File: src/rtl/btt_pkg.sv
// Shared types and constants of the bitset tuple table.
package btt_pkg;

    localparam int FW        = 4;
    localparam int NFIELDS   = 4;
    localparam int S_DATA_W  = 16;
    localparam int POS_OUT_W = 8;
    localparam int CNT_OUT_W = 9;
    localparam int M_DATA_W  = 24;
    localparam int M_USER_W  = 2;

    localparam logic OP_ADD    = 1'b0;
    localparam logic OP_REMOVE = 1'b1;

    typedef struct packed {
        logic                         remove;
        logic                         bad;
        logic [NFIELDS-1:0][FW-1:0]   val;
    } t_cmd;

    typedef struct packed {
        logic empty;
        logic full;
    } t_q_stat;

endpackage

File: src/rtl/btt_fifo.sv
// Two-entry command queue between the front end and the table engine.
module btt_fifo import btt_pkg::*; (
    input  logic    i_clk,
    input  logic    i_rst_n,
    input  logic    i_push,
    input  t_cmd    i_cmd,
    input  logic    i_pop,
    output t_cmd    o_cmd,
    output t_q_stat o_stat
);

    t_cmd       r_mem [2];
    logic       r_wp;
    logic       r_rp;
    logic [1:0] r_cnt;

    always_ff @(posedge i_clk) begin
        if (!i_rst_n) begin
            r_wp  <= 1'b0;
            r_rp  <= 1'b0;
            r_cnt <= 2'd0;
        end else begin
            if (i_push) begin
                r_wp <= ~r_wp;
            end
            if (i_pop) begin
                r_rp <= ~r_rp;
            end
            unique case ({i_push, i_pop})
                2'b10:   r_cnt <= r_cnt + 2'd1;
                2'b01:   r_cnt <= r_cnt - 2'd1;
                default: r_cnt <= r_cnt;
            endcase
        end
    end

    always_ff @(posedge i_clk) begin
        if (i_push) begin
            r_mem[r_wp] <= i_cmd;
        end
    end

    assign o_cmd        = r_mem[r_rp];
    assign o_stat.empty = (r_cnt == 2'd0);
    assign o_stat.full  = (r_cnt == 2'd2);

endmodule

File: config.mk
export PLATFORM = sky130hd
export DESIGN_NAME = btt_fifo
export DESIGN_NICKNAME = d
export VERILOG_FILES = /design/src/rtl/btt_pkg.sv /design/src/rtl/btt_fifo.sv
export SDC_FILE = /design/constraint.sdc
export NUM_CORES = 1
export LEC_CHECK = 0
export ABC_AREA = 1
export BUFFER_PORTS_ARGS = -buffer_cell sky130_fd_sc_hd__buf_2
export CAP_MARGIN = 20
export CORE_MARGIN = 4
export CORE_UTILIZATION = 55
export CTS_CLUSTER_DIAMETER = 60
export DETAILED_ROUTE_END_ITERATION = 16
export GPL_TIMING_DRIVEN = 0
export PLACE_DENSITY = 0.83
export SKIP_CTS_REPAIR_TIMING = 1
export SYNTH_ARGS = -nofsm -noshare
export SYNTH_HDL_FRONTEND = slang
export SYNTH_SLANG_ARGS = --single-unit
File: constraint.sdc
create_clock -name i_clk -period 3.2 [get_ports i_clk]
set_clock_uncertainty 0.2 [all_clocks]
set_input_delay 0.16 -clock i_clk [delete_from_list [all_inputs] [get_ports i_clk]]
set_output_delay 0.16 -clock i_clk [all_outputs]
set_load 0.01 [all_outputs]
After elaboration in Yosys (flattened, before gate mapping)
Memories as Yosys holds them, arrays and structs flattened. A register that Yosys moved wholly into a read port is not among the register bits.
Index checks and enable logic that the tools add are counted.
{ "word_totals": {"register_bits": 4, "latch_bits": 0, "ramBits": 36, "mem_bits_ro": 0, "in_bits": 22, "output_inout_bits": 20, "wordCells": 18, "mem_count": 1} }
{ "classes": {"add_sub_neg": 2, "multipliers": 0, "div_mod_pow": 0, "magnitude_cmp": 0, "n_eq_ne": 3, "shifts": 0, "n_mux": 5, "bitwise": 2, "n_reduce_logical": 2} }
{ "memory_table": {"columns": ["memory", "words", "word_bits", "read_ports", "rd_clocked_by_memory_dff", "write_ports", "line", "source"], "rows": [
  ["r_mem", 2, 18, 1, 1, 1, "btt_fifo.sv:12", "t_cmd r_mem [2];"]
]} }
{ "op_table": {"columns": ["operator", "n"], "rows": [
  ["2-bit == test, second input constant", 2],
  ["1-bit 2-to-1 mux", 4],
  ["2-bit case mux with 2 select lines", 1],
  ["2-bit by 1-bit adder with 2-bit output, second input constant", 1],
  ["2-bit by 1-bit == test with 1-bit output, second input constant", 1],
  ["2-bit zero test", 1],
  ["1-bit NOT", 2],
  ["2-bit nonzero test", 1],
  ["2-bit by 1-bit subtractor with 2-bit output, second input constant", 1]
]} }

Depth between registers and ports, before layout
{ "logic_depth": {"word_depth": 3, "ltp_mapped": 7, "mapped_depth_nobuf": 7} }

Worst setup path after synthesis
OpenSTA, ideal clock, no wires.
{ "synth_timing": {"path_type": "reg-to-reg", "startpoint": "reg r_wp", "endpoint": "mem r_mem[0][0] (netlist name), enable pin", "setup_ns": 0.393, "arrival_ns": 1.100, "required_time_ns": 2.607, "path_slack_ns": 1.507, "stages_incl_launch_ff": 2, "n_path_buf": 0, "period_less_slack_ns": 1.693, "path_cell_list": "dfxtp_1 nor2_1"} }
{ "synth_rtl": {"columns": ["element", "line", "source"], "rows": [
  ["from (decl)", "btt_fifo.sv:13", "logic r_wp;"],
  ["from (signal assigned)", "btt_fifo.sv:24", "r_wp <= ~r_wp;"],
  ["to (decl)", "btt_fifo.sv:12", null]
]} }
Straight into the memory's write port.

Final worst setup path
{ "layout_timing": {"startpoint": "in i_push", "endpoint": "mem r_mem[0][1] (netlist name), enable pin"} }
{ "layout_via": {"elab_chain_len": 2} }
{ "layout_lines": {"columns": ["element", "line", "source"], "rows": [
  ["from (decl)", "btt_fifo.sv:5", "input logic i_push,"],
  ["1-bit 2-to-1 mux", "btt_fifo.sv:38", "if (i_push) begin"],
  ["1-bit 2-to-1 mux (not written as such)", "btt_fifo.sv:39", "r_mem[r_wp] <= i_cmd;"]
]} }
Every way passes these cells.

==> reports/summary.txt <==
Crit Path Max Fanout: 18
Synth Warn #: 0
register area: 1180 sq um
top cells by area, synth: edfxtp_1, mux2_4, dfxtp_1, mux2_2, nor2_1
Diodes inserted: 0
Cells after Synth: 91
root buffer cell: clkbuf_4
number of global-route vias before repair: 859
largest net degree at the start of global routing: 19
area grow syn2layout: 32.1%
FF-to-FF setup slack: 1.57 ns
CTS Buf Count: 5
Die Y: 61.6 um
Crit Reg-Reg Startpoint: r_wp$_SDFFE_PN0P_
CP Cell Sequence: dlygate4sd3_1 -> buf_2 -> inv_1 -> nor2_2
Tot Pwr: 1.00 mW
Syn Nets: 114
share of post-route cells with drive strength above 1: 0.422
R2R depth: 1
Data arrival, critical path: 1.55 ns
IO buf count: 41
total grt overflow: 0
H-tree depth: 2
Final Wtd Congestion: 0.644
fin nets: 183
CTS Buffer Depth: 2
WP data required: 2.97 ns
Max-Cap Viols: 0
Fin Setup TNS: 0 ns
core box area: 2760 sq um
via/cell ratio: 4.82
syn_area_per_cell: 17.4 sq um
post-synthesis instance area: 1580 sq um
CP max stage cell: nor2_2
Post-DRT Antenna Nets: 0
area leader, netlist: edfxtp_1
CTS tree: built
Synth top area share: 0.685
Tcrit/Tclk final: 0.555
actual slew at the worst max-slew pin: 0.916 ns
clk_lat worst skew: 0.33 ns
Die Wd: 61.6 um
clk sinks: 41
Total GRT Usage: 0.150
critical path launch point type: primary input
DIE AREA: 3790 sq um
reg-to-reg critical path endpoint: r_mem[0][1]$_DFFE_PP_
RSZ-0062 raised after global routing: false
worst path buffer plus inverter count: 3
first-pass GRT wire length: 3740 um
# DRC: 0
Wirelength per Cell: 14.3 um
Max VDD drop: 0.443 mV
worst hold slack: 0.321 ns
post-layout util: 0.756
IO Count: 42
pwr/cell area: 481 nW/um^2
Hold Vio Cnt, Final: 0
FMAX: 0.563 GHz
Hold Crit Class: reg -> reg
CP delay by family, top: simple AND/OR/NAND/NOR gates
# setup viols final: 0
launch point of the worst path: i_push
HPWL after DPL: 1810 um
Pleak: 0.865 nW
type of the worst setup path: in -> reg
Multi-input gate area: 347 sq um
Critical Path Sink Type: flop
synthesized flop and latch total: 41
CP peak stage delay: 0.69 ns
1st-pass router iterations: 3
Routed WL: 2740 um
count of final max-slew check failures: 0
Seq/Total Area, Yosys: 0.748
count of different cell masters after synthesis: 13
# fillers: 186
Tmin final: 1.78 ns
antenna violations before repair: 0
clk slew on worst S/H paths: 0.11 ns
status: complete, no violations
Worst path depth: 4
Initial Util: 0.573
num rows: 19
Slew HR: 0.389
DR vias: 925
DR iter-0 viols: 31
CP endpoint: r_mem[0][1]$_DFFE_PP_
[power breakdown]
group / switching [mW] / internal [mW] / leakage, nW / total (mW)
Sequential: 0.0107 / 0.615 / 0.380 / 0.625
Combinational: 0.0666 / 0.0805 / 0.456 / 0.147
Clock: 0.152 / 0.0795 / 0.0300 / 0.231
Total: 0.229 / 0.775 / 0.865 / 1.00
[worst min-delay path by stage]
stage / startpoint / to / slack (ns) / depth (start not counted)
floorplan: i_cmd[0] / r_mem[0][0]$_DFFE_PP_ / 0.06 / 0
global placement: i_cmd[11] / r_mem[1][11]$_DFFE_PP_ / 0.15 / 1
detailed placement: i_cmd[11] / r_mem[0][11]$_DFFE_PP_ / 0.15 / 1
CTS: i_cmd[11] / r_mem[1][11]$_DFFE_PP_ / -0.22 / 1
global route: i_cmd[4] / r_mem[1][4]$_DFFE_PP_ / 0.32 / 2
finish: r_wp$_SDFFE_PN0P_ / r_wp$_SDFFE_PN0P_ / 0.32 / 2
[synthesized netlist by cell type]
cell type / instances
a21oi_1: 1
buf_12: 1
buf_6: 1
dfxtp_1: 5
edfxtp_1: 36
ha_1: 1
inv_1: 6
mux2_2: 8
mux2_4: 10
nand2_1: 8
nand4_1: 1
nor2_1: 12
o21ai_0: 1
[logic make-up (layout without fill, tap and decap cells)]
kind of cell | count (synthesis) | after routing | share of synthesized area
simple gates | 21 | 21 | 0.0515
compound gates | 2 | 2 | 0.00633
fa+ha+maj | 1 | 1 | 0.00792
buf+inv | 8 | 78 | 0.0341
flops | 41 | 41 | 0.748
mux | 18 | 18 | 0.152
[through the flow]
| stage | instance area (sq um) | std cells | setup slack (ns) |
|---|---|---|---|
| after CTS | 1880 | 171 | 1.40 |
| after global routing | 2090 | 192 | 1.32 |
| after detailed placement | 1830 | 163 | 1.53 |
| after floorplan | 1580 | 91 | 1.51 |
| after global placement | 1820 | 163 | 1.15 |
| final | 2090 | 192 | 1.42 |
[final cells by class]
cell class              count  area share
plain buffers               2      0.0150
clock buffers               5      0.0180
clock inverters             3     0.00600
inverters                   6      0.0108
multi-input cells          42       0.166
flip-flops and latches     41       0.566
well taps                  31      0.0186
repair buffers             62       0.199
[cell usage in the layout, fill, tap and decap left out, drive strengths merged]
cell / netlist / final
dfxtp: 5 / 5
ha: 1 / 1
nand4: 1 / 1
nand2: 8 / 8
dlygate4sd3: 0 / 21
buf: 2 / 43
nor2: 12 / 12
a21oi: 1 / 1
edfxtp: 36 / 36
clkinv: 0 / 3
clkbuf: 0 / 5
inv: 6 / 6
mux2: 18 / 18
o21ai: 1 / 1
[flip-flops by register name, indices dropped and copies added, names as in the netlist, named ones only]
signal  cells
r_rp        1
r_wp        1
r_cnt       2
r_mem      36
[metal layers]
metal / wire length, um / GRT usage / up-vias
met1: 1100 / 0.152 / 425
met4: 50 / 0.0727 / 0
met2: 1410 / 0.257 / 29
met3: 183 / 0.0734 / 5
li1: - / - / 466
met5: 0 / 0 / -
(Power assumes the default switching activity.)
